`src/rtl/bba_pkg.sv`:
```
// Package for the bitmap block allocator: default sizes, operation and
// command codes, request/response payloads and the front-to-back command.
// No dependencies.
package bba_pkg;

  localparam int NUM_BLOCKS_DEF  = 32768;
  localparam int WORD_BITS_DEF   = 32;   // power of two, 8..64
  localparam int BLOCK_BYTES_DEF = 4096; // power of two, 512..65536

  // Block positions in a command; covers the largest supported map (2^20 blocks).
  localparam int POS_W = 21;

  localparam logic [1:0] OP_ALLOC   = 2'd0;
  localparam logic [1:0] OP_FREE    = 2'd1;
  localparam logic [1:0] OP_RELEASE = 2'd2;
  localparam logic [1:0] OP_RESERVE = 2'd3;

  localparam logic [1:0] KIND_ALLOC = 2'd0;
  localparam logic [1:0] KIND_CLEAR = 2'd1;
  localparam logic [1:0] KIND_SET   = 2'd2;

  typedef struct packed {
    logic [1:0]  operation;
    logic [31:0] address;
    logic [31:0] length;
  } bba_req_t;

  typedef struct packed {
    logic [31:0] block_address;
    logic        success;
    logic [15:0] free_blocks;
  } bba_rsp_t;

  typedef struct packed {
    logic [1:0]       kind;
    logic             fix0;   // re-mark block 0 used afterwards
    logic             empty;  // clipped range holds no block
    logic [POS_W-1:0] lo;     // first block
    logic [POS_W-1:0] hi;     // one past last block
  } bba_cmd_t;

endpackage

```
`src/rtl/bba_front.sv`:
```
// Front end: takes request transfers, turns each into a clipped block range
// command and holds it in a two-entry queue for the back end.
// Depends on bba_pkg.
module bba_front #(
  parameter int NUM_BLOCKS  = bba_pkg::NUM_BLOCKS_DEF,
  parameter int BLOCK_BYTES = bba_pkg::BLOCK_BYTES_DEF
) (
  input  logic              clk,
  input  logic              rst,
  input  logic              enable,
  input  logic              req_valid,
  output logic              req_ready,
  input  bba_pkg::bba_req_t req,
  output logic              cmd_valid,
  input  logic              cmd_ready,
  output bba_pkg::bba_cmd_t cmd
);
  import bba_pkg::*;

  localparam int BB_LOG = $clog2(BLOCK_BYTES);

  logic [33:0] first;
  logic [33:0] nblk;
  logic [33:0] n;
  logic [33:0] last;
  logic [33:0] hi_c;
  logic        rnd;
  bba_cmd_t    cmd_in;

  bba_cmd_t    ent [2];
  logic        wptr;
  logic        rptr;
  logic [1:0]  fill;
  logic        push;
  logic        pop;

  always_comb begin
    first = 34'(req.address >> BB_LOG);
    nblk  = 34'(req.length >> BB_LOG);
    rnd   = |(req.length & 32'(BLOCK_BYTES - 1));
    unique case (req.operation)
      OP_FREE:    n = 34'd1;
      OP_RESERVE: n = nblk + 34'(rnd);
      default:    n = nblk;
    endcase
    last = first + n;
    hi_c = (last > 34'(NUM_BLOCKS)) ? 34'(NUM_BLOCKS) : last;

    cmd_in.empty = (first >= 34'(NUM_BLOCKS)) || (hi_c <= first);
    cmd_in.lo    = POS_W'(first);
    cmd_in.hi    = POS_W'(hi_c);
    cmd_in.fix0  = (req.operation == OP_RELEASE);
    unique case (req.operation)
      OP_ALLOC:             cmd_in.kind = KIND_ALLOC;
      OP_FREE, OP_RELEASE:  cmd_in.kind = KIND_CLEAR;
      default:              cmd_in.kind = KIND_SET;
    endcase
  end

  assign req_ready = enable && (fill != 2'd2);
  assign cmd_valid = (fill != 2'd0);
  assign cmd       = ent[rptr];
  assign push      = req_valid && req_ready;
  assign pop       = cmd_valid && cmd_ready;

  always_ff @(posedge clk) begin
    if (push) begin
      ent[wptr] <= cmd_in;
    end
  end

  always_ff @(posedge clk) begin
    if (rst) begin
      wptr <= 1'b0;
      rptr <= 1'b0;
      fill <= 2'd0;
    end else begin
      if (push) begin
        wptr <= ~wptr;
      end
      if (pop) begin
        rptr <= ~rptr;
      end
      if (push && !pop) begin
        fill <= fill + 2'd1;
      end else if (pop && !push) begin
        fill <= fill - 2'd1;
      end
    end
  end

endmodule

```
`config.mk`:
```
export PLATFORM = sky130hd
export DESIGN_NAME = bba_front
export DESIGN_NICKNAME = d
export VERILOG_FILES = /design/src/rtl/bba_pkg.sv /design/src/rtl/bba_front.sv
export SDC_FILE = /design/constraint.sdc
export NUM_CORES = 1
export LEC_CHECK = 0
export BUFFER_PORTS_ARGS = -buffer_cell sky130_fd_sc_hd__buf_4
export CAP_MARGIN = 20
export CORE_UTILIZATION = 30
export CTS_CLUSTER_SIZE = 8
export DETAILED_ROUTE_END_ITERATION = 12
export GPL_ROUTABILITY_DRIVEN = 0
export PLACE_DENSITY = 0.5
export SKIP_LAST_GASP = 1
export SYNTH_ARGS = -nofsm -noshare
export SYNTH_HDL_FRONTEND = slang
export SYNTH_SLANG_ARGS = --single-unit
export TNS_END_PERCENT = 100
```
`constraint.sdc`:
```
create_clock -name clk -period 5.8 [get_ports clk]
set_input_delay 0.87 -clock clk [delete_from_list [all_inputs] [get_ports clk]]
set_output_delay 0.87 -clock clk [all_outputs]
set_load 0.005 [all_outputs]
```
* After elaboration in Yosys (flattened, before gate mapping) *
Memory sizes are Yosys's and may differ from the RTL's. A register that Yosys moved wholly into a read port is not among the register bits.
Index checks and enable logic that the tools add are counted.

cells by class
  eq/ne operators = 4
  bitwise logic cells = 2
  add/subtract/negate cells = 4
  magnitude comparators = 3
  reduce and logical (&&, ||, !) cells = 13
  muxes and demuxes = 9

operators by type and width
  operator                                                                                count
  34-bit one-hot mux with 2 select lines                                                  1
  20-bit by 34-bit adder with 34-bit output                                               1
  34-bit by 16-bit > comparator with 1-bit output (second input constant)                 1
  34-bit by 20-bit less-or-equal comparator with 1-bit output                             1
  34-bit two-way mux                                                                      1
  20-bit by 1-bit adder with 21-bit output                                                1
  20-bit by 16-bit greater-or-equal comparator with 1-bit output (second input constant)  1
  12-bit OR reduction                                                                     1
  1-bit logical AND                                                                       5
  2-bit == test (second input constant)                                                   2
  1-bit two-way mux                                                                       4
  2-bit two-way mux                                                                       2
  2-bit one-hot mux with 2 select lines                                                   1
  2-bit nonzero test                                                                      2
  2-bit by 1-bit adder with 2-bit output (second input constant)                          1
  2-bit by 1-bit == test with 1-bit output (second input constant)                        1
  1-bit zero test                                                                         2
  2-bit zero test                                                                         1
  2-bit inequality test (second input constant)                                           1
  1-bit inverter                                                                          2
  2-bit OR reduction                                                                      1
  2-bit by 1-bit subtractor with 2-bit output (second input constant)                     1
  1-bit logical OR                                                                        1

word-level totals
  output and inout bits = 48
  bits in registers = 4
  RAM bits = 90
  memories = 1
  word-level logic and storage cells = 39
  bits of input ports = 71

memories
  memory  words  bits a word  read ports  clocked after memory_dff  write ports  RTL line         text
  ent     2      45           1           1                         1            bba_front.sv:30  bba_cmd_t ent [2];

* Longest topological paths before layout *
Gate-level depths: netlist (run 1).

  word-level depth = 8
  mapped depth = 28
  mapped depth without buffers = 26

* Worst setup path before layout (run 1) *
OpenSTA, ideal clock, no wires.

  path type = input -> register
  start point = input req[2] (netlist name)
  end point = memory ent[0][41] (netlist name) (data pin)
  data required time = 5579 ps
  setup slack = -464 ps
  buffers on the path = 2
  setup time = 221 ps
  stages = 25
  arrival = 6043 ps
  path through = nor4_1 -> nand3_1 -> ha_1 -> ha_1 -> and3_1 -> nand3_1 -> nor3_1 -> xnor2_1 -> nor2_1 -> ha_1 -> clkbuf_1 -> nand4_1 -> a2111oi_2 -> o21a_1 -> o21ai_0 -> or4_4 -> buf_6 -> a2111oi_0 -> ha_1 -> and4_1 -> a221oi_1 -> o21ai_0 -> a221oi_1 -> o21ai_0 -> o311ai_0

RTL lines
  what             RTL line         text
  start, declared  bba_front.sv:13  input bba_pkg::bba_req_t req,
  end, declared    bba_front.sv:30

==> flow_summary.yaml, run 1 <==
worst_hold_path:
  hp-class: "flop to flop"
global_route:
  overflow: 0
  antenna_found_initial: 0
  grt_pass1_wl_um: 28900
  grt_pass1_vias: 5623
  grt_use_total_pct: 17.4
  grt_max_degree: 37
finish:
  final-instance-count-excl-fill: 1103
  fillers: 1903
  final_nets: 950
  drive_gt1_share_pct: 51.4
  syn2layout_area_growth_pct: 51.2
  multiInputGateArea_sq_um: 3730
  antenna_cells: 0
  regArea_sq_um: 2800
yosys:
  yosysWarnings: 0
  seq_area_frac_synth_pct: 45.2
  yosys-top-cells-area: "edfxtp_1 44%, ha_1 10%, mux2_2 8.4%"
  synthArstFlopShare_pct: 0
  synth_area_leader_cell: "edfxtp_1"
  synth_edf_count: 90
  synth_area_sq_um: 6200
  yosysUniqueCellTypes: 65
  synthFlopType: "edfxtp_1"
  yosys-top-cells-count: "90 x edfxtp_1, 50 x ha_1, 46 x mux2_2"
  postSynthCellCount: 555
  synth_top_area_share_pct: 43.6
  syn_area_per_cell_sq_um: 11.2
  synth.most_common_cell: "edfxtp_1"
  synth_seq_cells: 95
critical_path:
  cp_max_fo: 5
  crit_type: "input port to flop"
  startpoint_type: "input port"
  required_ns: 5.96
  max_stage_delay_ns: 0.66
  cp-end-kind: "flop"
  slowest_stage: "or4_4"
  worstPathArrival_ns: 6.07
pwr:
  powerDensity_nw_per_um2: 261
  peakVddDrop_uv: 123
  p_sw_mw: 0.780
  swShare_pct: 31.9
  seqPwrFrac_pct: 34.6
  internal-power_mw: 1.67
  combPwrFrac_pct: 42.1
  clockPowerShare_pct: 23.2
  power.total_mw: 2.45
  p_leak_nw: 3.91
floorplanning:
  die_w_um: 146
  io_pins: 119
  start_util_pct: 30.6
  rows: 52
  coreArea_sq_um: 20200
  die_h_um: 146
  dieArea_sq_um: 21200
routing:
  drtIter0Drc: 230
  vias: 5318
  met1_length_um: 8310
  routed-wl-met3_um: 656
  wl_met2_um: 8690
  via_per_inst: 4.82
  wirelength_um: 18300
  drc: 0
  antenna_left: 0
  highest-signal-layer: "met4"
  drt_pass1_iterations: 4
  wire_per_inst_um: 16.5
clock_tree:
  cts.sink_count: 95
  cts_tree: "built"
  cts-root-buf: "clkbuf_16"
  clk_path_buf_depth: 2
  cts_made_buffers: 9
  ctsHtreeMaxLevel: 3
  clkLatencyLatePin_ns: 0.35
  cts_hold_buf: 0
  path_clk_slew_ns: 0.07
placement:
  hpwl_um: 14100
  port_buffers: 105
  place_ws_ns: -1.18
  dp.cells: 1065
sta:
  fmax_mhz: 169
  finalSetupViolations: 2
  slew_headroom_pct: 58.3
  skew_ns: 0.00823
  rsz0062_at_grt: "yes"
  tns_ns: -0.219
  layout_setup_ws_ns: -0.109
  maxSlewViolCount: 0
  hold_viol: 0
  finalCritPeriodShare_pct: 102
  tightest_slew_ns: 0.620
  worst_hold_slack_ns: 0.502
  fin_crit_ns: 5.91
outcome:
  violations: "setup timing"
  status: "finished with violations"
run:
  drv_cap: 0
[kinds of logic (layout without fill, tap and decap cells)]
group	count (synthesis)	after routing	synth area share [%]
other cells	1	15	0.0605
buf+inv	55	318	3.81
fa+ha+maj	51	51	10.4
xor+xnor	36	36	5.09
mux	46	46	8.36
flops	95	95	45.2
simple gates	164	165	13.8
compound gates	107	107	13.2
[metrics by stage]
step                area, sq um  utilization [%]
finish                     9370             46.3
global route               9370             46.3
CTS                        9270             45.8
detailed placement         8520             42.1
global placement           8520             42.1
floorplan                  6400                -
[layer usage]
| layer | track usage (%) | up-vias |
|---|---|---|
| li1 | - | 2620 |
| met1 | 22.0 | 2548 |
| met2 | 29.1 | 123 |
| met3 | 2.88 | 27 |
| met4 | 8.00 | 0 |
| met5 | 0 | - |
[repair_timing]
item                       in CTS  in global routing
setup buffers                  20                  2
cloned                          1                  0
gates resized for setup        63                 20
setup endpoints to repair       2                  2
pin swaps                      40                 16
[critical path: cells and delay by family]
family	cells	cell delay, ns
xor gates and xnor gates	1	0.12
buffers and inverters	3	0.47
and+or+nand+nor	7	1.59
AOI/OAI and AO/OA	11	2.04
adders and majority gates	4	0.94
[power groups by stage]
stage          registers (mW)  clock network (mW)  logic [mW]
2_1_floorplan           0.851                   0       0.483
3_3_place_gp            0.861                   0       0.927
3_5_place_dp            0.864                   0       0.943
4_1_cts                 0.849               0.585        1.02
5_1_grt                 0.854               0.613        1.11
6_report                0.848               0.568        1.03
[cell usage in the layout (no fill, tap or decap), types with 7 or more instances in the layout]
master / instances
nand2_1: 40
ha_4: 7
a21oi_1: 12
mux2_2: 46
o21ai_1: 8
edfxtp_1: 90
nand3_1: 10
nor2_1: 24
clkbuf_16: 9
buf_4: 262
nand2b_1: 11
inv_1: 31
nor2_2: 7
nand4_1: 12
conb_1: 15
o21ai_2: 9
ha_1: 41
a21o_1: 11
xnor2_1: 11
xor2_1: 21
buf_6: 7
a21oi_2: 10
[flip-flops by register name (all words and copies together) (netlist names), named ones only]
register and flops:
fill 2, rptr 1, wptr 1, ent 90
[final cells by class]
class | count | area share (%)
tap | 270 | 3.61
clock buffer | 9 | 2.40
multi-input combinational | 420 | 39.9
inverter | 31 | 1.24
clock inverter | 7 | 0.694
timing repair buffer | 271 | 22.3
sequential | 95 | 29.9
[path summary, 6_finish.rpt]
path	slack [ns]	end	from	cells past startpoint
setup / recovery	-0.11	ent[1][41]	req[6]	26
hold / removal	0.50	fill[1]	fill[1]	2
setup reg to reg	3.67	ent[0][29]	fill[0]	5
hold reg to reg	0.50	fill[1]	fill[1]	2
Power figures use the tool's default switching activity.
==> inputs of run 2 (changes only) <==
Settings changed: ABC_AREA set to 1, PLACE_DENSITY 0.5 to unset.
==> flow_summary.yaml, run 2 <==
pwr:
  seqPwrFrac_pct: 43.1
  p_leak_nw: 3.65
  internal-power_mw: 1.34
  clockPowerShare_pct: 27.7
  combPwrFrac_pct: 29.3
  powerDensity_nw_per_um2: 241
  p_sw_mw: 0.551
  swShare_pct: 29.2
  peakVddDrop_uv: 125
clock_tree:
  clkLatencyLatePin_ns: 0.34
  cts.sink_count: 95
  path_clk_slew_ns: 0.06
  cts-root-buf: "clkbuf_16"
  cts_tree: "built"
  cts_made_buffers: 9
  ctsHtreeMaxLevel: 3
  cts_hold_buf: 0
  clk_path_buf_depth: 2
sta:
  tightest_slew_ns: 0.651
  tns_ns: 0
  layout_setup_ws_ns: 0.571
  fmax_mhz: 191
  finalSetupViolations: 0
  rsz0062_at_grt: "no"
  finalCritPeriodShare_pct: 90.1
  fin_crit_ns: 5.23
  slew_headroom_pct: 56.6
  hold_viol: 0
  skew_ns: 0.00654
  maxSlewViolCount: 0
routing:
  vias: 5060
  drt_pass1_iterations: 5
  antenna_left: 0
  wire_per_inst_um: 13.0
  drc: 0
  via_per_inst: 4.48
  drtIter0Drc: 280
  wirelength_um: 14700
finish:
  fillers: 2104
  regMostFlops: "ent"
  layout_common_cells: "176 x nand2_1, 123 x inv_1, 112 x buf_4"
  mostFrequentLayoutCell: "nand2_1"
  antenna_cells: 0
  top_regs: "ent x90, fill x2"
  final_nets: 976
  fin_area_sq_um: 7850
  largest_reg_flops: 90
  drive_gt1_share_pct: 24.3
  syn2layout_area_growth_pct: 23.8
floorplanning:
  die_h_um: 147
  start_util_pct: 30.9
  die_w_um: 147
  dieArea_sq_um: 21700
  coreArea_sq_um: 20500
  io_pins: 119
  rows: 52
global_route:
  antenna_found_initial: 0
  grt_use_total_pct: 14.2
  overflow: 0
  grt_pass1_vias: 4830
  grt_max_degree: 47
  grt_pass1_wl_um: 23900
critical_path:
  slowest_stage: "ha_1"
  required_ns: 6.00
  r2r_slack_ns: 3.68
  reg2reg_to: "ent[0][36]"
  worstPathArrival_ns: 5.43
  crit_type: "input port to flop"
  rr_startpoint: "fill[0]"
  cp-end-kind: "flop"
  startpoint_type: "input port"
  max_stage_delay_ns: 0.36
  r2r_cells: 5
  crit_top_cell: "nand2_1"
  cp_max_fo: 14
yosys:
  yosys-top-cells-count: "176 x nand2_1, 123 x inv_1, 90 x edfxtp_1"
  synthArstFlopShare_pct: 0
  yosysWarnings: 0
  synth_top_area_share_pct: 42.6
  syn_area_per_cell_sq_um: 8.75
  yosysUniqueCellTypes: 42
  synth_area_leader_cell: "edfxtp_1"
  synthFlopType: "edfxtp_1"
  seq_area_frac_synth_pct: 44.2
  synth_area_sq_um: 6340
  synth_edf_count: 90
  synth.most_common_cell: "nand2_1"
  synth_seq_cells: 95
  yosys-top-cells-area: "edfxtp_1 43%, nand2_1 10%, ha_1 9.9%"
  postSynthCellCount: 724
placement:
  place_ws_ns: 0.0871
  port_buffers: 105
  dpl_cell_area_sq_um: 7540
  hpwl_um: 11800
run:
  drv_cap: 0
worst_hold_path:
  hp-class: "flop to flop"
  hold_depth: 2
  hp-start: "rptr"
outcome:
  status: "finished clean"
-- run 2: cell families (layout without fill, tap and decap cells) --
group           Yosys count  count (layout)  share of synthesized area (%)
xor+xnor                  2               2                          0.276
other cells               1              15                         0.0592
buf+inv                 133             254                           8.05
compound gates           71              71                           6.38
fa+ha+maj                51              51                           10.2
simple gates            326             326                           22.8
flops                    95              95                           44.2
mux                      45              45                           7.99
-- run 2: per-layer routing --
| layer | global-route usage (%) | vias to the layer above | part of all wire, % | wire, um |
|---|---|---|---|---|
| li1 | - | 2647 | - | - |
| met1 | 19.6 | 2293 | 49 | 7170 |
| met2 | 22.7 | 113 | 45 | 6610 |
| met3 | 2.80 | 7 | 5.6 | 826 |
| met4 | 3.56 | 0 | 0.83 | 123 |
| met5 | 0 | - | 0 | 0 |
-- run 2: area by class of cell --
class,count,area (sq um),share of cell area (%)
clock buffer,9,225,2.87
clock inverter,7,40.0,0.510
inverter,125,469,5.98
multi-input combinational,510,3110,39.6
sequential,95,2800,35.7
tap,270,338,4.30
timing repair buffer,113,861,11.0
-- run 2: metrics by stage --
stage | util [%] | total power [mW] | hold slack [ns] | instances
2_1_floorplan | - | 1.16 | 0.454 | 738
3_3_place_gp | 36.8 | 1.37 | 0.462 | 1111
3_5_place_dp | 36.8 | 1.38 | 0.469 | 1111
4_1_cts | 38.1 | 1.91 | 0.479 | 1127
5_1_grt | 38.3 | 2.01 | 0.492 | 1129
6_report | 38.3 | 1.89 | 0.473 | 1129
-- run 2: power groups by stage --
stage | Clock (mW) | Combinational (mW) | Sequential [mW]
2_1_floorplan | 0 | 0.343 | 0.819
3_3_place_gp | 0 | 0.525 | 0.846
3_5_place_dp | 0 | 0.530 | 0.849
4_1_cts | 0.546 | 0.532 | 0.834
5_1_grt | 0.570 | 0.620 | 0.817
6_report | 0.522 | 0.552 | 0.813
-- run 2: worst max-delay path by stage --
stage | slack [ns] | end | from | cells past startpoint
6_report | 0.57 | ent[0][41] | req[5] | 36
5_1_grt | 0.03 | ent[0][41] | req[5] | 36
4_1_cts | 0.42 | ent[0][41] | req[7] | 37
3_5_place_dp | 0.09 | ent[1][41] | req[7] | 37
3_3_place_gp | 0.14 | ent[0][41] | req[0] | 37
2_1_floorplan | 0.95 | ent[0][41] | req[4] | 37
-- run 2: critical path: cells and delay by family --
family,cells,cell delay [ns]
simple gates,24,2.46
fa+ha+maj,4,1.05
compound gates,5,0.78
buf+inv,3,0.22
-- run 2: timing repair --
| action | in CTS | in global routing |
|---|---|---|
| gates resized for setup | 0 | 4 |
| setup endpoints to repair | 0 | 2 |
| setup buffers | 0 | 1 |
==> inputs of run 3 (changes only) <==
Settings changed: CAP_MARGIN 20 to unset.
Clock period 5.8 ns to 4.2 ns, I/O delays scaled along.
==> flow_summary.yaml, run 3 (synthesis results as in run 2) <==
finish:
  fin_area_sq_um: 9070
  final-instance-count-excl-fill: 1240
  top_regs: "ent x90, fill x2"
  final_nets: 1088
  layout_common_cells: "210 x buf_4, 162 x nand2_1, 122 x inv_1"
  regMostFlops: "ent"
  final_util_pct: 44.3
  drive_gt1_share_pct: 38.7
  syn2layout_area_growth_pct: 43.2
  antenna_cells: 0
  mostFrequentLayoutCell: "buf_4"
  largest_reg_flops: 90
sta:
  rsz0062_at_grt: "yes"
  skew_ns: 0.00723
  fin_crit_ns: 4.69
  tns_ns: -0.967
  fmax_mhz: 213
  finalSetupViolations: 2
  hold_viol: 0
  slew_headroom_pct: 24.9
  tightest_slew_ns: 1.13
  finalCritPeriodShare_pct: 112
  layout_setup_ws_ns: -0.488
  maxSlewViolCount: 0
critical_path:
  crit_top_cell: "nand2_1"
  r2r_slack_ns: 2.34
  cp_max_fo: 6
  cp-end-kind: "flop"
  max_stage_delay_ns: 0.30
  required_ns: 4.28
  rr_startpoint: "fill[0]"
  worstPathArrival_ns: 4.77
  crit_type: "input port to flop"
  slowest_stage: "ha_1"
  startpoint_type: "input port"
  cp-startpoint: "req[1]"
placement:
  place_ws_ns: -0.811
  dpl_cell_area_sq_um: 8350
  hpwl_um: 12300
  dp.cells: 1205
  port_buffers: 105
clock_tree:
  path_clk_slew_ns: 0.06
  clk_path_buf_depth: 2
  cts.sink_count: 95
  ctsHtreeMaxLevel: 3
  cts_tree: "built"
  clkLatencyLatePin_ns: 0.34
  cts_hold_buf: 0
  cts_made_buffers: 9
  cts-root-buf: "clkbuf_16"
routing:
  wl_met2_um: 7140
  met1_length_um: 7980
  antenna_left: 0
  routed-wl-met3_um: 566
  drc: 0
  wirelength_um: 15900
  drt_pass1_iterations: 4
  drtIter0Drc: 250
  vias: 5428
  highest-signal-layer: "met4"
  wire_per_inst_um: 12.9
  via_per_inst: 4.38
worst_hold_path:
  hp-start: "rst"
  hp-class: "input port to flop"
global_route:
  grt_pass1_vias: 5093
  antenna_found_initial: 0
  overflow: 0
  grt_max_degree: 47
  grt_use_total_pct: 14.9
  grt_pass1_wl_um: 25300
run:
  drv_cap: 0
floorplanning:
  die_w_um: 147
  start_util_pct: 30.9
  die_h_um: 147
  dieArea_sq_um: 21700
  coreArea_sq_um: 20500
  rows: 52
  io_pins: 119
outcome:
  violations: "setup timing"
  status: "finished with violations"
pwr:
  peakVddDrop_uv: 173
  powerDensity_nw_per_um2: 307
  p_leak_nw: 4.24
[run 3: final timing paths]
path           endpoint  depth (start not counted)
max reg2reg  ent[1][15]                          5
max          ent[0][41]                         31
min reg2reg        flop                          2
min                flop                          2
[run 3: layout make-up]
type	instances	area (sq um)
tap	270	338
inverter	125	469
clock buffer	12	236
timing repair buffer	224	1730
fill	2023	11400
sequential	95	2800
clock inverter	3	21.3
multi-input combinational	511	3470
[run 3: power by group]
part / total (mW) / internal, mW / switching [mW]
combinational: 0.915 / 0.471 / 0.444
clock: 0.726 / 0.398 / 0.328
sequential: 1.15 / 1.10 / 0.0481
total: 2.79 / 1.97 / 0.820
[run 3: metrics by stage]
step                      hold slack, ns  power [mW]
after floorplan                    0.454        1.61
final                              0.471        2.79
after global placement             0.456        2.02
after detailed placement           0.466        2.03
after CTS                          0.456        2.80
after global routing               0.466        2.96
[run 3: metal layers]
metal / vias to the layer above / track usage, %
li1: 2880 / -
met1: 2428 / 20.4
met2: 107 / 24.0
met3: 13 / 2.45
met4: 0 / 4.23
met5: - / 0
[run 3: timing repair]
action	4_1_cts	5_1_grt
gates cloned	1	0
pin swaps	20	24
setup buffers	13	6
setup endpoints to repair	2	4
gates resized for setup	45	29
[run 3: critical path: cells and delay by family]
| family | cells | cell delay, ns |
|---|---|---|
| compound gates | 3 | 0.41 |
| fa+ha+maj | 4 | 0.97 |
| buf+inv | 4 | 0.49 |
| simple gates | 20 | 2.25 |
